--- src/design/mf3_pkg.sv ---
package mf3_pkg;

  // Line store geometry
  localparam int MaxWidth  = 1024;
  localparam int ColW      = $clog2(MaxWidth);
  localparam int MaxHeight = 4096;
  localparam int MinDim    = 3;

  // Configuration register widths
  localparam int WidthW   = 11;
  localparam int HeightW  = 13;
  localparam int RowW     = 13;   // row counter runs to height + 1 during the tail
  localparam int CfgIdxW  = 1;
  localparam int CfgDataW = 13;

  localparam logic [WidthW-1:0]  WidthReset  = WidthW'(640);
  localparam logic [HeightW-1:0] HeightReset = HeightW'(480);

  typedef logic [7:0] chan_t;

  typedef struct packed {
    chan_t red;
    chan_t green;
    chan_t blue;
  } pixel_t;

  typedef enum logic [CfgIdxW-1:0] {
    CFG_IMAGE_WIDTH  = 1'b0,
    CFG_IMAGE_HEIGHT = 1'b1
  } cfg_reg_e;

  typedef enum logic {
    OP_PIXEL = 1'b0,
    OP_DRAIN = 1'b1
  } op_e;

  // Control that travels with a word from the line store read to the result register
  typedef struct packed {
    logic            emit;      // word produces a result
    logic            interior;  // result is a median, else the center passes through
    logic            last;      // result is the final pixel of the frame
    logic [ColW-1:0] col;       // line store column, for the upper store write-back
  } stage_ctrl_t;

endpackage

--- src/design/mf3_median9.sv ---
module mf3_median9 (
  input  mf3_pkg::chan_t taps_i [9],
  output mf3_pkg::chan_t median_o
);
  import mf3_pkg::*;

  chan_t lo [3];
  chan_t md [3];
  chan_t hi [3];
  chan_t max_lo;
  chan_t med_md;
  chan_t min_hi;

  function automatic chan_t min2(chan_t a, chan_t b);
    return (a < b) ? a : b;
  endfunction

  function automatic chan_t max2(chan_t a, chan_t b);
    return (a < b) ? b : a;
  endfunction

  function automatic chan_t med3(chan_t a, chan_t b, chan_t c);
    return max2(min2(a, b), min2(max2(a, b), c));
  endfunction

  // Sort each row of three, then the median of nine is the median of
  // (largest low, median of mids, smallest high).
  always_comb begin
    for (int r = 0; r < 3; r++) begin
      lo[r] = min2(min2(taps_i[3*r], taps_i[3*r+1]), taps_i[3*r+2]);
      hi[r] = max2(max2(taps_i[3*r], taps_i[3*r+1]), taps_i[3*r+2]);
      md[r] = med3(taps_i[3*r], taps_i[3*r+1], taps_i[3*r+2]);
    end
    max_lo   = max2(max2(lo[0], lo[1]), lo[2]);
    min_hi   = min2(min2(hi[0], hi[1]), hi[2]);
    med_md   = med3(md[0], md[1], md[2]);
    median_o = med3(max_lo, med_md, min_hi);
  end

endmodule

--- config.mk ---
export PLATFORM = sky130hd
export DESIGN_NAME = mf3_median9
export DESIGN_NICKNAME = d
export VERILOG_FILES = /design/src/design/mf3_pkg.sv /design/src/design/mf3_median9.sv
export SDC_FILE = /design/constraint.sdc
export NUM_CORES = 1
export LEC_CHECK = 0
export BUFFER_PORTS_ARGS = -buffer_cell sky130_fd_sc_hd__buf_2
export CORE_MARGIN = 5
export CORE_UTILIZATION = 40
export DETAILED_ROUTE_END_ITERATION = 6
export MAX_ROUTING_LAYER = met4
export PLACE_DENSITY_LB_ADDON = 0.15
export SLEW_MARGIN = 10
export SYNTH_ARGS = -nofsm -noshare
export SYNTH_HDL_FRONTEND = slang
export SYNTH_SLANG_ARGS = --single-unit
--- constraint.sdc ---
create_clock -name vclk -period 63.1
set_input_delay 9.465 -clock vclk [all_inputs]
set_output_delay 9.465 -clock vclk [all_outputs]
set_load 0.02 [all_outputs]
# Word level (Yosys, flattened, before mapping)
# Index checks and enable logic that the tools add are counted.
[op_classes]
order_cmp = 22
muxes = 30
[op_table]
columns = ["op", "n"]
rows = [
  ["$mux 8", 30],
  ["$lt 8x8->1", 22],
]
[totals]
regBits = 0
inputBits = 72
output_inout_bits = 8

# Depth between registers and ports, before layout
# Gate-level depths: netlist of the first run.
[depth]
depth_word = 18
depth_mapped = 98

# Worst setup path before layout of the first run
# OpenSTA, ideal clock, no wires.
[synth_path]
path_type = "in2out"
startpoint = "input port taps_i[33] in the netlist's numbering"
endpoint = "output port median_o[0]"
t_arrival_ns = 25.843
required_time_ns = 53.635
path_slack_ns = 27.792
cell_stages = 86
cell_sequence = "inv_1 -> ha_1 -> a2111o_1 -> a31oi_1 -> nor2_1 -> clkbuf_1 -> o21ai_0 -> ha_1 -> a211oi_1 -> o21ai_0 -> a21oi_1 -> and2_1 -> buf_6 -> clkbuf_1 -> nor2_1 -> a21oi_1 -> ha_1 -> a21o_1 -> (+50 left out) -> a31o_2 -> and2_1 -> ha_1 -> a21o_1 -> a21oi_1 -> o21ai_0 -> o41a_2 -> buf_6 -> mux2_1 -> ha_1 -> a21o_1 -> a21o_1 -> a21oi_1 -> nand3_1 -> o31ai_4 -> buf_4 -> a21oi_1 -> nor4_2"
[synth_between]
elab_chain_len = 18
word_cells_on_any_way = 32
[synth_lines]
columns = ["element", "line_no", "rtl"]
rows = [
  ["start: declaration", "mf3_median9.sv:2", "input mf3_pkg::chan_t taps_i [9],"],
  ["$lt 8x8->1", "mf3_median9.sv:15, mf3_median9.sv:19", ""],
  ["$mux 8", "mf3_median9.sv:19", "return (a < b) ? b : a;"],
  ["$lt 8x8->1", "mf3_median9.sv:15, mf3_median9.sv:19", ""],
  ["$mux 8", "mf3_median9.sv:15", "return (a < b) ? a : b;"],
  ["$lt 8x8->1", "mf3_median9.sv:19", ""],
  ["$mux 8", "mf3_median9.sv:19", ""],
  ["$lt 8x8->1", "mf3_median9.sv:15, mf3_median9.sv:19", ""],
  ["$mux 8", "mf3_median9.sv:19", ""],
  ["(+2 left out)", "--", ""],
  ["$lt 8x8->1", "mf3_median9.sv:19", ""],
  ["$mux 8", "mf3_median9.sv:19", ""],
  ["$lt 8x8->1", "mf3_median9.sv:15, mf3_median9.sv:19", ""],
  ["$mux 8", "mf3_median9.sv:19", ""],
  ["$lt 8x8->1", "mf3_median9.sv:15", ""],
  ["$mux 8", "mf3_median9.sv:15", ""],
  ["$lt 8x8->1", "mf3_median9.sv:19", ""],
  ["$mux 8 (*)", "mf3_median9.sv:19", ""],
  ["end: declaration", "mf3_median9.sv:3", "output mf3_pkg::chan_t median_o"],
]
# Every way passes the cells marked *; elsewhere a longest branch is shown, timed or not.

# Worst setup path in the final report of the first run
# Same ends and word-level chain as after synthesis.

==> key figures, run 1 <==
Critical path
  – CP most frequent cell: a21oi_1
  – Critical Path Max Stage Delay: 860 ps
  – CP Class: primary input to output pin
  – Crit. End Element: output pin
  – Slowest-stage cell, CP: a211oi_2
  – Critical Path Fanout Max: 24
  – Arr. time, crit path: 28580 ps
  – Crit path launch type: primary input
  – Crit path required time: 53630 ps

Timing
  – Final slew viol count: 0
  – Final setup vio count: 0
  – Max Freq: 0.0263 GHz
  – Period utilization: 0.603
  – Setup total negative slack: 0 ps
  – Fin crit period: 38050 ps
  – Worst Tran Pin Value: 1050 ps
  – RSZ-0062 raised after global routing: no
  – Slew margin rel.: 0.294
  – Final hold vios: 0

Place
  – RePlAce Congestion: 0.915
  – DP Wirelength: 19.4 mm
  – Port Buf Inserts: 80

Floorplanning
  – Std cell rows: 49
  – Die height: 144 µm
  – Core Region: 17800 µm²
  – Effective utilization at floorplan: 0.402
  – Die width: 144 µm
  – Area of the die: 20700 µm²
  – Ports: 80

Global routing
  – First-pass GRT wire length: 35.8 mm
  – Largest net degree at the start of global routing: 25
  – Initial antenna violation count: 0
  – Gr usage total: 0.216
  – Gr ovfl total: 0
  – Vias in the first global route: 7099

Yosys
  – Main area contributors after synthesis: ha_1 (25%), mux2i_1 (11%), o21ai_0 (8.9%), nand2_1 (6.5%), a21oi_1 (6.1%)
  – Compound-Gate Fraction of Synth Area: 0.320
  – Synth unique cells: 83
  – Synth Net Count: 1257
  – Simple-Gate Fraction of Synth Area: 0.189
  – Seq/Total Area, Yosys: 0
  – Mapped cell area: 7180 µm²
  – Cell taking the most area after synthesis: ha_1
  – Adder-cell share of the synthesized area: 0.261
  – Most common cell in the netlist: ha_1
  – Post-synth top area share: 0.254
  – Synth top cells by count: ha_1 (146), o21ai_0 (127), nand2_1 (124), inv_1 (105), a21oi_1 (87)
  – Cell count after synthesis: 1039
  – Synth Area in XOR/XNOR: 0.00244
  – Syn Area/Cell: 6.91 µm²
  – Largest family of logic cells by synthesized area: compound AO/OA/AOI/OAI gates
  – Yosys warns: 0
  – Post-synthesis mux area share: 0.152

Cells and area
  – Antenna Cells: 0
  – Nets@finish: 1312
  – Number of clock buffers in the layout: 0
  – FILL cells: 1891
  – P&R area growth vs syn: 8.04%
  – Fraction of layout cells with a size suffix above 1: 0.121
  – Post-layout util: 0.435
  – Seq_cells: 0
  – Register area: 0 µm²

CTS
  – PostCTS Resize Cnt: 0
  – Setup Fix Bufs, Post-CTS: 0
  – Hold Buf Count CTS: 0

Run
  – Max cap viols: 0

Route
  – Drt first pass iters: 5
  – Iter 0 DRT Violations: 385
  – Post-DR wirelength/cell: 16.6 µm
  – Detail Route Antenna Nets: 0
  – Aggregate routed wire length: 21.9 mm
  – # DRC: 0
  – Vias: 7449
  – Mean number of vias per cell: 5.64

Run status
  – Outcome: complete, no violations

Worst hold path
  – Worst hold path class: primary input to output pin
## cell usage in the layout, fill, tap and decap left out, drive strengths merged, types with 8 or more instances in the layout
cell / count
o21ai: 134
buf: 83
mux2: 26
nand3: 22
nand4: 13
ha: 146
o211ai: 8
a211o: 8
mux2i: 80
o21a: 14
nand2b: 13
inv: 105
nand2: 124
a21o: 28
a211oi: 10
a21oi: 89
nor2b: 9
and3: 8
nor2: 63
## routing by layer
layer / wire (µm) / part of all wire / vias up / track usage
met4: 406 / 0.019 / 0 / 0.0322
li1: - / - / 3946 / -
met2: 9650 / 0.44 / 167 / 0.348
met3: 910 / 0.041 / 28 / 0.00899
met5: 0 / 0 / - / -
met1: 11000 / 0.50 / 3308 / 0.305
## cell families after synthesis
family	after synthesis
compound gates	356
simple gates	289
fa+ha+maj	151
buf+inv	135
mux	106
xor+xnor	2
## cell type report
cell class,instances,area (µm²),area share
Timing Repair Buffer,83,423,0.0545
Multi-Input combinational cell,904,6650,0.858
Inverter,105,394,0.0508
Tap cell,229,287,0.0369
## through the flow
step / hold slack [ps] / cell area [µm²] / cells / setup slack, ps
global placement: 19820 / 7750 / 1321 / 25580
detailed placement: 19840 / 7750 / 1321 / 25360
finish: 19810 / 7750 / 1321 / 25050
global route: 19910 / 7750 / 1321 / 23220
floorplan: 19480 / 7180 / 1039 / 27790
CTS: 19850 / 7750 / 1321 / 25290
## critical path: cells and delay by family
family                     cells  cell delay (ps)
AOI/OAI and AO/OA             40            10770
adders and majority gates      9             2560
buffers and inverters          6              700
muxes                          3              900
and+or+nand+nor               21             4160
## worst paths after layout
path                       start     endpoint  cells after the start
worst max-delay path  taps_i[33]  median_o[0]                     79
worst min-delay path   taps_i[4]  median_o[4]                      6
Power of run 1 is left out: the tool's default activity adds up to more than one toggle a clock period on the data nets, which glitch-free logic cannot reach.
==> run 2: changes to the inputs <==
Clock period 63.1 ns to 36.4 ns, I/O delays scaled along.
==> run 2 against run 1 <==
Compared with the run above:
- core utilization unchanged
- sequential share of layout area unchanged
- flip-flop and latch count unchanged
- critical path type unchanged
- critical endpoint unchanged
- highest routed layer unchanged
==> key figures, run 2 (synthesized netlist as in run 1, its figures left out) <==
Critical path
  – CP most frequent cell: a21oi_1 (unchanged)
  – CP Class: primary input to output pin (unchanged)
  – Crit path launch type: primary input (unchanged)
  – Crit. End Element: output pin (unchanged)
  – Critical Path Fanout Max: 24 (unchanged)
  – Arr. time, crit path: 24410 ps (was 28580 ps)
  – Crit path required time: 30940 ps (was 53630 ps)
  – Critical Path Max Stage Delay: 850 ps (was 860 ps)
  – Slowest-stage cell, CP: o311ai_4 (was a211oi_2)

Global routing
  – Initial antenna violation count: 0 (unchanged)
  – Gr usage total: 0.214 (was 0.216)
  – Largest net degree at the start of global routing: 25 (unchanged)
  – First-pass GRT wire length: 35.7 mm (was 35.8 mm)
  – Vias in the first global route: 7175 (was 7099)
  – Gr ovfl total: 0 (unchanged)

Cells and area
  – Fraction of layout cells with a size suffix above 1: 0.121 (unchanged)
  – Number of clock buffers in the layout: 0 (unchanged)
  – Most common cell after layout, fill and taps aside: ha_1 (unchanged)
  – Antenna Cells: 0 (unchanged)
  – Final Cell Area: 7750 µm² (unchanged)
  – Seq_cells: 0 (unchanged)
  – Register area: 0 µm² (unchanged)
  – Most frequent cells in the layout: ha_1 (146), o21ai_0 (127), nand2_1 (124) (unchanged)
  – Nets@finish: 1312 (unchanged)
  – P&R area growth vs syn: 8.04% (unchanged)

Route
  – Mean number of vias per cell: 5.70 (was 5.64)
  – Detail Route Antenna Nets: 0 (unchanged)
  – Iter 0 DRT Violations: 437 (was 385)
  – # DRC: 0 (unchanged)
  – Aggregate routed wire length: 21.9 mm (about the same)
  – Drt first pass iters: 5 (unchanged)
  – Vias: 7531 (was 7449)
  – Post-DR wirelength/cell: 16.6 µm (about the same)

Floorplanning
  – Ports: 80 (unchanged)
  – Core Region: 17800 µm² (unchanged)
  – Area of the die: 20700 µm² (unchanged)
  – Effective utilization at floorplan: 0.402 (unchanged)
  – Std cell rows: 49 (unchanged)
  – Die width: 144 µm (unchanged)
  – Die height: 144 µm (unchanged)

Run
  – Max cap viols: 0 (unchanged)

CTS
  – Setup Fix Bufs, Post-CTS: 0 (unchanged)
  – PostCTS Resize Cnt: 0 (unchanged)
  – Hold Buf Count CTS: 0 (unchanged)

Timing
  – Worst Tran Pin Value: 1070 ps (was 1050 ps)
  – RSZ-0062 raised after global routing: no (unchanged)
  – Max Freq: 0.0335 GHz
  – Final setup vio count: 0 (unchanged)
  – Final hold vios: 0 (unchanged)
  – Setup total negative slack: 0 ps (unchanged)
  – Final slew viol count: 0 (unchanged)
  – Slew margin rel.: 0.287 (was 0.294)
  – Fin crit period: 29870 ps
  – Period utilization: 0.821

Place
  – DP Wirelength: 19.3 mm (was 19.4 mm)
  – RePlAce Congestion: 0.917 (was 0.915)
  – Port Buf Inserts: 80 (unchanged)
  – Placement Cell Area: 7750 µm² (unchanged)

Worst hold path
  – Worst hold path class: primary input to output pin (unchanged)

Run status
  – Outcome: complete, no violations (unchanged)
## run 2: cell counts in the layout (fill, tap and decap cells not counted)
Identical to the previous run, type by type.
## run 2: final timing paths
path                   start          end  slack [ps]  depth (start not counted)
setup / recovery  taps_i[33]  median_o[0]        6530                         79
hold / removal     taps_i[4]  median_o[4]       11810                          6
## run 2: worst max-delay path: cells and delay by family
family                     cells  cell delay, ps
adders and majority gates      9            2560
muxes                          3             900
AOI/OAI and AO/OA             40           10600
buffers and inverters          6             700
and+or+nand+nor               21            4140
## run 2: routing by layer
metal,share of wire,track usage,vias up
met5,0,-,-
met4,0.025,0.0461,0
met3,0.039,0.00998,28
met2,0.43,0.340,180
met1,0.50,0.302,3379
li1,-,-,3944
## run 2: through the flow
step | util | setup slack (ps) | hold slack, ps | cells
after floorplan | - | 9100 | 11470 | 1039
after global placement | 0.435 | 6890 | 11810 | 1321
after detailed placement | 0.435 | 6730 | 11830 | 1321
after CTS | 0.435 | 6690 | 11830 | 1321
after global routing | 0.435 | 4700 | 11900 | 1321
final | 0.435 | 6530 | 11810 | 1321
## run 2: area by class of cell
type	count	area, µm²
fill	1890	10100
timing repair buffer	83	423
tap	229	287
inverter	105	394
multi-input combinational	904	6650
Power of run 2 is left out for the same reason.
==> run 3: changes to the inputs <==
Clock period 36.4 ns to 29.3 ns, I/O delays scaled along.
==> run 3 against run 2 <==
Compared with the run above:
- core utilization up 0.15 points
- wire length up 1.1%
- non-clock buffer count unchanged
==> key figures, run 3 (synthesized netlist as in run 1, its figures left out) <==
Critical path
  – Arr. time, crit path: 22990 ps (was 24410 ps)
  – Critical Path Max Stage Delay: 630 ps (was 850 ps)
  – Crit path launch type: primary input (unchanged)
  – CP most frequent cell: a21oi_1 (unchanged)
  – Crit. End Element: output pin (unchanged)
  – Slowest-stage cell, CP: a211oi_4 (was o311ai_4)
  – Critical Path Fanout Max: 21 (was 24)
  – CP Class: primary input to output pin (unchanged)
  – Crit path required time: 24900 ps (was 30940 ps)

Route
  – Vias: 7543 (was 7531)
  – Iter 0 DRT Violations: 400 (was 437)
  – Drt first pass iters: 5 (unchanged)
  – Post-DR wirelength/cell: 16.7 µm (was 16.6 µm)
  – Aggregate routed wire length: 22.1 mm (was 21.9 mm)
  – Mean number of vias per cell: 5.71 (was 5.70)
  – # DRC: 0 (unchanged)
  – Detail Route Antenna Nets: 0 (unchanged)

Run status
  – Outcome: complete, no violations (unchanged)

Timing
  – Fin crit period: 27380 ps
  – Final setup vio count: 0 (unchanged)
  – RSZ-0062 raised after global routing: no (unchanged)
  – Max Freq: 0.0365 GHz
  – Period utilization: 0.935
  – Slew margin rel.: 0.263 (was 0.287)
  – Final hold vios: 0 (unchanged)
  – Final slew viol count: 0 (unchanged)
  – Worst Tran Pin Value: 1100 ps (was 1070 ps)
  – Setup total negative slack: 0 ps (unchanged)

Cells and area
  – Seq_cells: 0 (unchanged)
  – Register area: 0 µm² (unchanged)
  – Final Cell Area: 7780 µm² (was 7750 µm²)
  – Most frequent cells in the layout: ha_1 (146), o21ai_0 (127), nand2_1 (124) (unchanged)
  – P&R area growth vs syn: 8.40% (was 8.04%)
  – Number of clock buffers in the layout: 0 (unchanged)
  – Fraction of layout cells with a size suffix above 1: 0.123 (was 0.121)
  – Antenna Cells: 0 (unchanged)
  – Most common cell after layout, fill and taps aside: ha_1 (unchanged)
  – Nets@finish: 1313 (was 1312)

Run
  – Max cap viols: 0 (unchanged)

Global routing
  – Vias in the first global route: 7135 (was 7175)
  – First-pass GRT wire length: 36.0 mm (was 35.7 mm)
  – Initial antenna violation count: 0 (unchanged)
  – Gr ovfl total: 0 (unchanged)
  – Gr usage total: 0.216 (was 0.214)
  – Largest net degree at the start of global routing: 25 (unchanged)

Worst hold path
  – Hold Startpoint: taps_i[4] (unchanged)
  – Hold Path End: median_o[4] (unchanged)
  – Min-Delay Path Depth: 6 (unchanged)
  – Worst hold path class: primary input to output pin (unchanged)

Floorplanning
  – Area of the die: 20700 µm² (unchanged)
  – Core Region: 17800 µm² (unchanged)
  – Std cell rows: 49 (unchanged)
  – Effective utilization at floorplan: 0.402 (unchanged)
  – Die height: 144 µm (unchanged)
  – Ports: 80 (unchanged)
  – Die width: 144 µm (unchanged)

CTS
  – PostCTS Resize Cnt: 0 (unchanged)
  – Hold Buf Count CTS: 0 (unchanged)
  – Setup Fix Bufs, Post-CTS: 0 (unchanged)

Place
  – Port Buf Inserts: 80 (unchanged)
  – Placement Cell Area: 7750 µm² (unchanged)
  – DP Wirelength: 19.4 mm (was 19.3 mm)
  – RePlAce Congestion: 0.918 (was 0.917)
-- run 3: stage by stage --
stage	util	worst slack (ps)	hold WS (ps)	std cells
finish	0.436	1920	9690	1322
CTS	0.435	1760	9700	1321
detailed placement	0.435	1840	9700	1321
floorplan	-	4130	9340	1039
global route	0.436	90.1	9790	1322
global placement	0.435	1920	9680	1321
-- run 3: per-layer routing --
layer,vias to the layer above,wire length [µm],track usage
li1,3948,-,-
met4,0,418,0.0362
met2,165,9800,0.344
met1,3402,11000,0.305
met3,28,888,0.0126
met5,-,0,-
-- run 3: cell type report --
class / instances / area [µm²]
Fill cell: 1907 / 10100
Timing Repair Buffer: 83 / 423
Tap cell: 229 / 287
Inverter: 105 / 394
Multi-Input combinational cell: 905 / 6680
-- run 3: critical path: cells and delay by family --
| kind | cells | cell delay [ps] |
|---|---|---|
| mux | 2 | 490 |
| simple gates | 21 | 4300 |
| fa+ha+maj | 9 | 2700 |
| compound gates | 42 | 10400 |
| buf+inv | 5 | 610 |
-- run 3: worst max path at each step --
stage                     startpoint          end  cells after the start
after CTS                 taps_i[33]  median_o[0]                     79
final                     taps_i[33]  median_o[0]                     79
after floorplan           taps_i[33]  median_o[0]                     86
after global routing      taps_i[39]  median_o[0]                     80
after global placement    taps_i[33]  median_o[0]                     79
after detailed placement  taps_i[33]  median_o[0]                     79
Power of run 3 is left out for the same reason.
